[src/hdl/sswc_pkg.sv]
// Package for the sleep-stage window classifier.
// Holds sizing constants, register indexes, stage codes and reset values.
// No dependencies; imported by sleep_stage_window_classifier_top.
`default_nettype none

package sswc_pkg;

    // Mux and frame sequencing
    localparam int CHANNELS    = 8;
    localparam int FRAME_WRAP  = 170;
    localparam int FRAME_READY = 150;
    localparam int CHAN_W      = $clog2(CHANNELS);

    // Field widths
    localparam int FRAME_W = 8;
    localparam int TICK_W  = 20;
    localparam int PCT_W   = 8;
    localparam int MOVE_W  = 16;
    localparam int BEAT_W  = 32;
    localparam int INC_W   = 8;
    localparam int STAGE_W = 2;
    localparam int PROD_W  = BEAT_W + PCT_W;

    // Configuration port
    localparam int CFG_IDX_W  = 3;
    localparam int CFG_DATA_W = TICK_W;

    localparam logic [CFG_IDX_W-1:0] REG_WINDOW_TICKS    = 3'd0;
    localparam logic [CFG_IDX_W-1:0] REG_MOVE_WAKE_LIMIT = 3'd1;
    localparam logic [CFG_IDX_W-1:0] REG_LIGHT_DROP_PCT  = 3'd2;
    localparam logic [CFG_IDX_W-1:0] REG_WAKE_RISE_PCT   = 3'd3;
    localparam logic [CFG_IDX_W-1:0] REG_DEEP_PCT        = 3'd4;

    // Register reset values
    localparam logic [TICK_W-1:0] RST_WINDOW_TICKS    = 20'd6000;
    localparam logic [PCT_W-1:0]  RST_MOVE_WAKE_LIMIT = 8'd3;
    localparam logic [PCT_W-1:0]  RST_LIGHT_DROP_PCT  = 8'd98;
    localparam logic [PCT_W-1:0]  RST_WAKE_RISE_PCT   = 8'd102;
    localparam logic [PCT_W-1:0]  RST_DEEP_PCT        = 8'd94;

    // Sleep stage codes
    localparam logic [STAGE_W-1:0] STAGE_IN_BED = 2'd0;
    localparam logic [STAGE_W-1:0] STAGE_WAKE   = 2'd1;
    localparam logic [STAGE_W-1:0] STAGE_LIGHT  = 2'd2;
    localparam logic [STAGE_W-1:0] STAGE_DEEP   = 2'd3;

endpackage

`default_nettype wire

[src/hdl/sleep_stage_window_classifier_top.sv]
// Top level of the sleep-stage window classifier.
// Depends on sswc_pkg for constants, register indexes and stage codes.
`default_nettype none

// Usage
// - Input channel (i_in_valid / o_in_ready): one transaction per 10 ms tick,
//   carrying restart, body_move and beat_increment.
// - Output channel (o_out_valid / i_out_ready): one result transaction per
//   input transaction, in order.
// - Config channel (i_cfg_valid / o_cfg_ready): always ready; index picks
//   window_ticks, move_wake_limit, light_drop_pct, wake_rise_pct or deep_pct.
//   Write only while no transaction is in flight.
// - Two register stages: the first steps the mux channel, frame counter,
//   tick counter and saturating move/beat sums; the second runs the stage
//   machine (percentage compares of 100*beats against pct*baseline) and
//   holds the result. o_out_valid rises once an accepted input transaction
//   has passed the first-stage register into the result register.
// - Throughput is one tick per cycle while the receiver does not stall; the
//   limit is the stage/baseline loop held in the second-stage registers.
// - When the receiver stalls, the result register holds and the first stage
//   takes transactions until it is full, then o_in_ready drops.
// - Synchronous reset clears both stages, zeroes counters, sums, baseline
//   and last-window values, sets the stage to wake and reloads the
//   register defaults.
module sleep_stage_window_classifier_top (
    input  wire                          i_clk,
    input  wire                          i_rst_n,
    // Input channel
    input  wire                          i_in_valid,
    output logic                         o_in_ready,
    input  wire                          i_restart,
    input  wire                          i_body_move,
    input  wire  [sswc_pkg::INC_W-1:0]   i_beat_increment,
    // Output channel
    output logic                         o_out_valid,
    input  wire                          i_out_ready,
    output logic [sswc_pkg::CHAN_W-1:0]  o_sampled_channel,
    output logic [sswc_pkg::FRAME_W-1:0] o_frame_index,
    output logic                         o_collect_set,
    output logic                         o_window_done,
    output logic [sswc_pkg::STAGE_W-1:0] o_sleep_stage,
    output logic [sswc_pkg::MOVE_W-1:0]  o_window_moves,
    output logic [sswc_pkg::BEAT_W-1:0]  o_window_beats,
    // Config channel
    input  wire                          i_cfg_valid,
    output logic                         o_cfg_ready,
    input  wire  [sswc_pkg::CFG_IDX_W-1:0]  i_cfg_index,
    input  wire  [sswc_pkg::CFG_DATA_W-1:0] i_cfg_data
);
    import sswc_pkg::*;

    localparam logic [CHAN_W-1:0]  CHAN_LAST  = CHAN_W'(CHANNELS - 1);
    localparam logic [FRAME_W-1:0] FRAME_WRAP_V  = FRAME_W'(FRAME_WRAP);
    localparam logic [FRAME_W-1:0] FRAME_READY_V = FRAME_W'(FRAME_READY);
    localparam logic [MOVE_W-1:0]  MOVE_MAX  = '1;
    localparam logic [BEAT_W-1:0]  BEAT_MAX  = '1;

    // Configuration registers
    logic [TICK_W-1:0] r_window_ticks;
    logic [PCT_W-1:0]  r_move_limit;
    logic [PCT_W-1:0]  r_light_pct;
    logic [PCT_W-1:0]  r_rise_pct;
    logic [PCT_W-1:0]  r_deep_pct;

    // First-stage state
    logic [CHAN_W-1:0]  r_chan;
    logic [FRAME_W-1:0] r_frame;
    logic [TICK_W-1:0]  r_tick;
    logic [MOVE_W-1:0]  r_move_acc;
    logic [BEAT_W-1:0]  r_beat_acc;

    // First-stage pipeline register
    logic               r_a_valid;
    logic [CHAN_W-1:0]  r_a_chan;
    logic [FRAME_W-1:0] r_a_frame;
    logic               r_a_collect;
    logic               r_a_done;
    logic               r_a_restart;
    logic [MOVE_W-1:0]  r_a_moves;
    logic [BEAT_W-1:0]  r_a_beats;

    // Second-stage state and result register
    logic               r_out_valid;
    logic [CHAN_W-1:0]  r_o_chan;
    logic [FRAME_W-1:0] r_o_frame;
    logic               r_o_collect;
    logic               r_o_done;
    logic [STAGE_W-1:0] r_stage;
    logic [BEAT_W-1:0]  r_baseline;
    logic [MOVE_W-1:0]  r_last_moves;
    logic [BEAT_W-1:0]  r_last_beats;

    // Handshake control
    logic in_fire;
    logic out_load;

    assign out_load   = r_a_valid && (!r_out_valid || i_out_ready);
    assign o_in_ready = !r_a_valid || out_load;
    assign in_fire    = i_in_valid && o_in_ready;
    assign o_cfg_ready = 1'b1;

    // Capture configuration writes; unknown indexes are dropped
    always_ff @(posedge i_clk) begin
        if (!i_rst_n) begin
            r_window_ticks <= RST_WINDOW_TICKS;
            r_move_limit   <= RST_MOVE_WAKE_LIMIT;
            r_light_pct    <= RST_LIGHT_DROP_PCT;
            r_rise_pct     <= RST_WAKE_RISE_PCT;
            r_deep_pct     <= RST_DEEP_PCT;
        end else if (i_cfg_valid && o_cfg_ready) begin
            case (i_cfg_index)
                REG_WINDOW_TICKS:    r_window_ticks <= i_cfg_data;
                REG_MOVE_WAKE_LIMIT: r_move_limit   <= i_cfg_data[PCT_W-1:0];
                REG_LIGHT_DROP_PCT:  r_light_pct    <= i_cfg_data[PCT_W-1:0];
                REG_WAKE_RISE_PCT:   r_rise_pct     <= i_cfg_data[PCT_W-1:0];
                REG_DEEP_PCT:        r_deep_pct     <= i_cfg_data[PCT_W-1:0];
                default: ;
            endcase
        end
    end

    // ---------------- First stage: counters and window sums ----------------
    logic               chan_wrap;
    logic [CHAN_W-1:0]  n_chan;
    logic [FRAME_W-1:0] frame_inc;
    logic [FRAME_W-1:0] n_frame;
    logic               collect;
    logic [TICK_W-1:0]  tick_base;
    logic [MOVE_W-1:0]  move_base;
    logic [BEAT_W-1:0]  beat_base;
    logic [MOVE_W-1:0]  move_sum;
    logic [BEAT_W:0]    beat_wide;
    logic [BEAT_W-1:0]  beat_sum;
    logic               close;

    // Step channel and frame counter
    always_comb begin
        chan_wrap = (r_chan == CHAN_LAST);
        n_chan    = chan_wrap ? '0 : r_chan + 1'b1;
        frame_inc = r_frame + 1'b1;
        collect   = chan_wrap && (frame_inc >= FRAME_READY_V);
        if (!chan_wrap) begin
            n_frame = r_frame;
        end else if (frame_inc == FRAME_WRAP_V) begin
            n_frame = '0;
        end else begin
            n_frame = frame_inc;
        end
    end

    // Apply restart, add this tick, saturate, check window end
    always_comb begin
        tick_base = i_restart ? '0 : r_tick;
        move_base = i_restart ? '0 : r_move_acc;
        beat_base = i_restart ? '0 : r_beat_acc;
        move_sum  = (i_body_move && move_base != MOVE_MAX) ? move_base + 1'b1 : move_base;
        beat_wide = {1'b0, beat_base} + (BEAT_W + 1)'(i_beat_increment);
        beat_sum  = beat_wide[BEAT_W] ? BEAT_MAX : beat_wide[BEAT_W-1:0];
        close     = (tick_base == r_window_ticks);
    end

    // Advance first-stage state on each input transaction
    always_ff @(posedge i_clk) begin
        if (!i_rst_n) begin
            r_chan     <= '0;
            r_frame    <= '0;
            r_tick     <= '0;
            r_move_acc <= '0;
            r_beat_acc <= '0;
        end else if (in_fire) begin
            r_chan  <= n_chan;
            r_frame <= n_frame;
            if (close) begin
                r_tick     <= '0;
                r_move_acc <= '0;
                r_beat_acc <= '0;
            end else begin
                r_tick     <= tick_base + 1'b1;
                r_move_acc <= move_sum;
                r_beat_acc <= beat_sum;
            end
        end
    end

    // Hold the tick's data for the second stage
    always_ff @(posedge i_clk) begin
        if (!i_rst_n) begin
            r_a_valid <= 1'b0;
        end else if (in_fire) begin
            r_a_valid <= 1'b1;
        end else if (out_load) begin
            r_a_valid <= 1'b0;
        end
    end

    always_ff @(posedge i_clk) begin
        if (in_fire) begin
            r_a_chan    <= r_chan;
            r_a_frame   <= n_frame;
            r_a_collect <= collect;
            r_a_done    <= close;
            r_a_restart <= i_restart;
            r_a_moves   <= move_sum;
            r_a_beats   <= beat_sum;
        end
    end

    // ---------------- Second stage: stage machine ----------------
    logic [STAGE_W-1:0] stage_base;
    logic [PROD_W-1:0]  beats_x100;
    logic [PROD_W-1:0]  light_lim;
    logic [PROD_W-1:0]  rise_lim;
    logic [PROD_W-1:0]  deep_lim;
    logic               many;
    logic [STAGE_W-1:0] n_stage;
    logic               take_base;

    // Scale beats by 100 and baseline by each percentage
    always_comb begin
        beats_x100 = (PROD_W'(r_a_beats) << 6) + (PROD_W'(r_a_beats) << 5)
                   + (PROD_W'(r_a_beats) << 2);
        light_lim  = PROD_W'(r_baseline) * PROD_W'(r_light_pct);
        rise_lim   = PROD_W'(r_baseline) * PROD_W'(r_rise_pct);
        deep_lim   = PROD_W'(r_baseline) * PROD_W'(r_deep_pct);
        many       = (r_a_moves >= MOVE_W'(r_move_limit));
    end

    // Decide the next stage; restart forces wake before classifying
    always_comb begin
        stage_base = r_a_restart ? STAGE_WAKE : r_stage;
        n_stage    = stage_base;
        take_base  = 1'b0;
        if (r_a_done) begin
            case (stage_base)
                STAGE_WAKE: begin
                    if (!many && beats_x100 < light_lim) begin
                        n_stage = STAGE_LIGHT;
                    end else begin
                        take_base = 1'b1;
                    end
                end
                STAGE_LIGHT: begin
                    if (many || beats_x100 > rise_lim) begin
                        n_stage = STAGE_WAKE;
                    end else if (beats_x100 < deep_lim) begin
                        n_stage = STAGE_DEEP;
                    end
                end
                STAGE_DEEP: begin
                    if (many) begin
                        n_stage = STAGE_WAKE;
                    end else if (r_a_moves != '0 || beats_x100 > deep_lim) begin
                        n_stage = STAGE_LIGHT;
                    end
                end
                default: begin
                    n_stage   = STAGE_WAKE;
                    take_base = 1'b1;
                end
            endcase
        end
    end

    // Update stage, baseline and last-window values
    always_ff @(posedge i_clk) begin
        if (!i_rst_n) begin
            r_stage      <= STAGE_WAKE;
            r_baseline   <= '0;
            r_last_moves <= '0;
            r_last_beats <= '0;
        end else if (out_load) begin
            r_stage <= n_stage;
            if (take_base) begin
                r_baseline <= r_a_beats;
            end
            if (r_a_done) begin
                r_last_moves <= r_a_moves;
                r_last_beats <= r_a_beats;
            end
        end
    end

    // Result register valid
    always_ff @(posedge i_clk) begin
        if (!i_rst_n) begin
            r_out_valid <= 1'b0;
        end else if (out_load) begin
            r_out_valid <= 1'b1;
        end else if (i_out_ready) begin
            r_out_valid <= 1'b0;
        end
    end

    always_ff @(posedge i_clk) begin
        if (out_load) begin
            r_o_chan    <= r_a_chan;
            r_o_frame   <= r_a_frame;
            r_o_collect <= r_a_collect;
            r_o_done    <= r_a_done;
        end
    end

    // Drive result ports
    assign o_out_valid       = r_out_valid;
    assign o_sampled_channel = r_o_chan;
    assign o_frame_index     = r_o_frame;
    assign o_collect_set     = r_o_collect;
    assign o_window_done     = r_o_done;
    assign o_sleep_stage     = r_stage;
    assign o_window_moves    = r_last_moves;
    assign o_window_beats    = r_last_beats;

    // ---------------- Assertions ----------------
    // Collect pulse only on the tick that wraps the channel
    a_collect_on_wrap: assert property (@(posedge i_clk) disable iff (!i_rst_n)
        (o_out_valid && o_collect_set) |-> (o_sampled_channel == CHAN_LAST))
        else $error("collect set without channel wrap");

    // Frame index stays below the wrap value
    a_frame_range: assert property (@(posedge i_clk) disable iff (!i_rst_n)
        o_out_valid |-> (o_frame_index < FRAME_WRAP_V))
        else $error("frame index out of range");

    // A blocked first stage keeps its transaction
    a_stage_a_hold: assert property (@(posedge i_clk) disable iff (!i_rst_n)
        (r_a_valid && !out_load) |=> (r_a_valid && $stable(r_a_beats)
                                      && $stable(r_a_done)))
        else $error("first stage lost a transaction");

    // Stage and baseline change only when a result is loaded
    a_stage_only_on_load: assert property (@(posedge i_clk) disable iff (!i_rst_n)
        !out_load |=> ($stable(r_stage) && $stable(r_baseline)))
        else $error("stage changed without a result load");

endmodule

`default_nettype wire
[config.mk]
export PLATFORM = sky130hd
export DESIGN_NAME = sleep_stage_window_classifier_top
export DESIGN_NICKNAME = d
export VERILOG_FILES = /design/src/hdl/sswc_pkg.sv /design/src/hdl/sleep_stage_window_classifier_top.sv
export SDC_FILE = /design/constraint.sdc
export NUM_CORES = 2
export LEC_CHECK = 0
export BUFFER_PORTS_ARGS = -buffer_cell sky130_fd_sc_hd__buf_4
export CAP_MARGIN = 10
export CORE_MARGIN = 5
export CORE_UTILIZATION = 25
export CTS_CLUSTER_SIZE = 28
export DETAILED_ROUTE_END_ITERATION = 12
export GPL_TIMING_DRIVEN = 0
export PLACE_DENSITY_LB_ADDON = 0.05
export SYNTH_ARGS = -nofsm -noshare
export SYNTH_HDL_FRONTEND = slang
export SYNTH_SLANG_ARGS = --single-unit
export TNS_END_PERCENT = 20
[constraint.sdc]
create_clock -name i_clk -period 6.2 [get_ports i_clk]
set_input_delay 0.31 -clock i_clk [delete_from_list [all_inputs] [get_ports i_clk]]
set_output_delay 0.31 -clock i_clk [all_outputs]
set_load 0.01 [all_outputs]
==> impl_metrics.tcl <==
set metrics [dict create \
    dp_hpwl_mm 136 \
    cts_root_buf "clkbuf_16" \
    cts_tree "built" \
    grt_pass1_vias 35500 \
    p_per_area_nw_per_um2 143 \
    hold_path_class "input pin to flip-flop" \
    fin_area_um2 49200 \
    design.die.area_um2 173000 \
    synthDistinctLibCells 90 \
    max_slew.worst_pin.slew_ps 1130 \
    drv_slew 0 \
    postLayoutCoreUtil_pct 29.9 \
    slowest_delay_ps 560 \
    grt_max_degree 56 \
    skew_ps 36.9 \
    netlist_area_um2 41200 \
    violations "setup timing" \
    overflow 0 \
    cap_violations 0 \
    rsz0062_at_grt "yes" \
    cts.sinks 290 \
    fin_crit_ps 7280 \
    status "finished with violations" \
    layoutNonFillerInstCount 7179 \
    hold-path-cell-count 3 \
    arrival_ps 7730 \
    grt_use_total_pct 19.0 \
    worst-path-max-fanout 6 \
    place_area_um2 44900 \
    rr_startpoint "r_light_pct[7]$_SDFFE_PN0P_" \
    min_to "o_out_valid$_SDFFE_PN0P_" \
    routed_wl_mm 166 \
    wl_per_cell_um 23.1 \
    dr.pass1.iters 5 \
    drc 0 \
    finalPower_mw 7.03 \
    critPathLaunchType "flip-flop" \
    insertion_delay_ps 590 \
    synth_nets 5659 \
    antenna_found_initial 11 \
    place_congestion 0.819 \
    ys_ff_latch 290 \
    ant_nets 0 \
    r2r_cells 32 \
    dp.cells 6992 \
    io_buffers 101 \
    period_share_pct 117 \
    synth_ff_type "dfxtp_1" \
    synth.largest_area_cell "fa_1" \
    clock.fmax_mhz 137 \
    setup_violations 34 \
    clkTransAtPathRegs_ps 60 \
    relSlewSlack_pct 24.9 \
    hold_path_startpoint "i_out_ready" \
    clockBufferDepth 3 \
    cp-end-kind "flip-flop" \
    vias 33000 \
    drive_gt1_share_pct 12.4 \
    via_per_inst 4.60 \
    cp_data_required_time_ps 6650 \
    grt_pass1_wl_mm 245 \
    die_y_um 416 \
    first_iter_violations 1382 \
    yosysSeqAreaShare_pct 15.9 \
    nets 5915 \
    core_region_area_um2 164000 \
    r2r_slack_ps -1080 \
    irDropWorstVdd_uv 186 \
    place_ws_ps -3980 \
    worst_slack_ps -1080 \
    die_x_um 416 \
    start_util_pct 25.0 \
    finalHoldViolCount 0 \
    p_leak_nw 21.9 \
    crit_path_frequent_cell "fa_1" \
    syn_avg_cell_area_um2 8.76 \
    synth_area_leaders "fa_1, ha_1, dfxtp_1" \
    synthArstFlopShare_pct 0 \
    synth_cells 4701 \
    syn_to_final_growth_pct 19.6 \
    synth_top_area_share_pct 27.7 \
    cts_buffers 37 \
    synth_edf_count 75 \
    r2r_end "r_baseline[13]$_SDFFE_PN0P_" \
    yosys_warnings 0 \
    rows 149 \
    cp_slowest_cell "fa_1" \
    ios 104 \
    path_class "flip-flop to flip-flop" \
    h-tree-depth 2 \
]
-- how the worst max path moves through the flow --
stage / from / end / slack (ps) / cells past startpoint
6_report: r_light_pct[7]$_SDFFE_PN0P_ / r_baseline[13]$_SDFFE_PN0P_ / -1080 / 32
5_1_grt: r_baseline[3]$_SDFFE_PN0P_ / r_baseline[2]$_SDFFE_PN0P_ / -1390 / 34
4_1_cts: r_rise_pct[7]$_SDFFE_PN0P_ / o_sleep_stage[1]$_SDFFE_PN0P_ / -1130 / 26
3_5_place_dp: r_rise_pct[4]$_SDFFE_PN0P_ / o_sleep_stage[1]$_SDFFE_PN0P_ / -3980 / 29
3_3_place_gp: r_rise_pct[4]$_SDFFE_PN0P_ / o_sleep_stage[1]$_SDFFE_PN0P_ / -4030 / 29
2_1_floorplan: r_light_pct[7]$_SDFFE_PN0P_ / r_baseline[10]$_SDFFE_PN0P_ / -270 / 32
-- where the power goes --
part           internal, mW  total [mW]  switching (mW)
Clock                  1.34        2.30           0.958
Combinational         0.996        2.64            1.64
Sequential             1.99        2.09           0.102
Total                  4.33        7.03            2.70
-- flip-flops by register name, summed over array words and instances (netlist names), 16 cells and up --
signal          count
o_window_beats     32
r_a_beats          32
r_baseline         32
r_beat_acc         32
r_tick             20
r_window_ticks     20
o_window_moves     16
r_a_moves          16
r_move_acc         16
-- cells in the mapped netlist, types with 15 or more instances --
library cell,instances
nor2b_1,117
xor2_1,76
o21ai_1,20
o21ai_0,127
nand2b_1,36
edfxtp_1,75
and2_1,531
a21oi_1,171
nor2_1,135
o21bai_1,29
inv_1,594
a211oi_1,27
a21o_1,76
o211ai_1,15
ha_1,350
a21boi_0,89
nor3_1,37
mux2i_1,34
and3_1,34
xnor2_1,107
a31oi_1,26
fa_1,570
dfxtp_1,215
nand3_1,74
clkbuf_1,214
o21a_1,19
nand4_1,41
a22oi_1,35
nand2_1,629
-- final cells by class --
class                      count  area, um2
sequential                   290       6710
inverter                     594       2230
tap                         2189       2740
clock buffer                  55       1070
clock inverter                13        198
fill                       17700     115000
multi-input combinational   3589      32400
antenna                        4       10.0
buffer                       225       1970
timing repair buffer         220       1850
-- stage by stage --
step,hold WS [ps],TNS [ps]
CTS,23.9,-35960
detailed placement,406,-161060
floorplan,400,-8820
global placement,404,-167190
global route,54.5,-45970
finish,76.7,-35520
-- cells by family after synthesis --
| logic type | after synthesis | synth area share, % |
|---|---|---|
| buffers and inverters | 822 | 7.60 |
| AND/OR/NAND/NOR | 1702 | 21.2 |
| XOR/XNOR | 183 | 3.89 |
| flip-flops | 290 | 15.9 |
| AO/OA/AOI/OAI | 746 | 12.1 |
| multiplexers | 37 | 0.909 |
| adder cells (fa/ha/maj) | 920 | 38.4 |
| other | 1 | 0.00911 |
-- placed cells by master, fill, tap and decap left out, types with 15 or more instances in the layout --
master     instances
buf_4            194
clkbuf_4          21
ha_1             323
a31oi_1           21
edfxtp_1          75
xor2_1            75
a21oi_1          157
dfxtp_2           18
clkbuf_1          94
a22oi_1           35
mux2i_1           34
a21oi_2           16
nand2_1          621
a211oi_1          18
nand4_1           41
o21ai_0          113
a21boi_0          89
ha_4              21
inv_1            584
dfxtp_4           34
nand2b_1          36
dfxtp_1          163
o21ai_1           25
fa_1             568
clkbuf_8          58
clkbuf_2          33
and2_1           523
nand3_1           71
nor3_1            34
and3_1            33
xnor2_1          107
nor2_1           130
a21o_1            76
nor2b_1          117
o21bai_1          26
o21a_1            19
clkbuf_16         58
o211ai_1          15
-- critical path: cells and delay by family (launching register included) --
| kind | cells | cell delay, ps |
|---|---|---|
| adder cells (fa/ha/maj) | 6 | 2690 |
| AND/OR/NAND/NOR | 3 | 310 |
| XOR/XNOR | 1 | 210 |
| AO/OA/AOI/OAI | 14 | 2610 |
| buffers and inverters | 7 | 740 |
| multiplexers | 1 | 170 |
| flip-flops | 1 | 400 |
-- per-layer routing --
metal / up-vias / part of all wire (%) / track usage (%)
met5: - / 0 / 0
met2: 397 / 51 / 34.6
met4: 0 / 2.1 / 3.70
li1: 15800 / - / -
met3: 117 / 2.0 / 1.07
met1: 16700 / 45 / 24.9
-- timing repair --
| item | 4_1_cts | 5_1_grt |
|---|---|---|
| hold buffers | 14 | 0 |
| gates resized for setup | 500 | 43 |
| pin swaps | 81 | 28 |
| endpoints found under the setup margin | 84 | 66 |
| hold endpoints to repair | 14 | 0 |
| cloned | 5 | 1 |
| setup buffers | 90 | 8 |
Power figures use the tool's default switching activity.
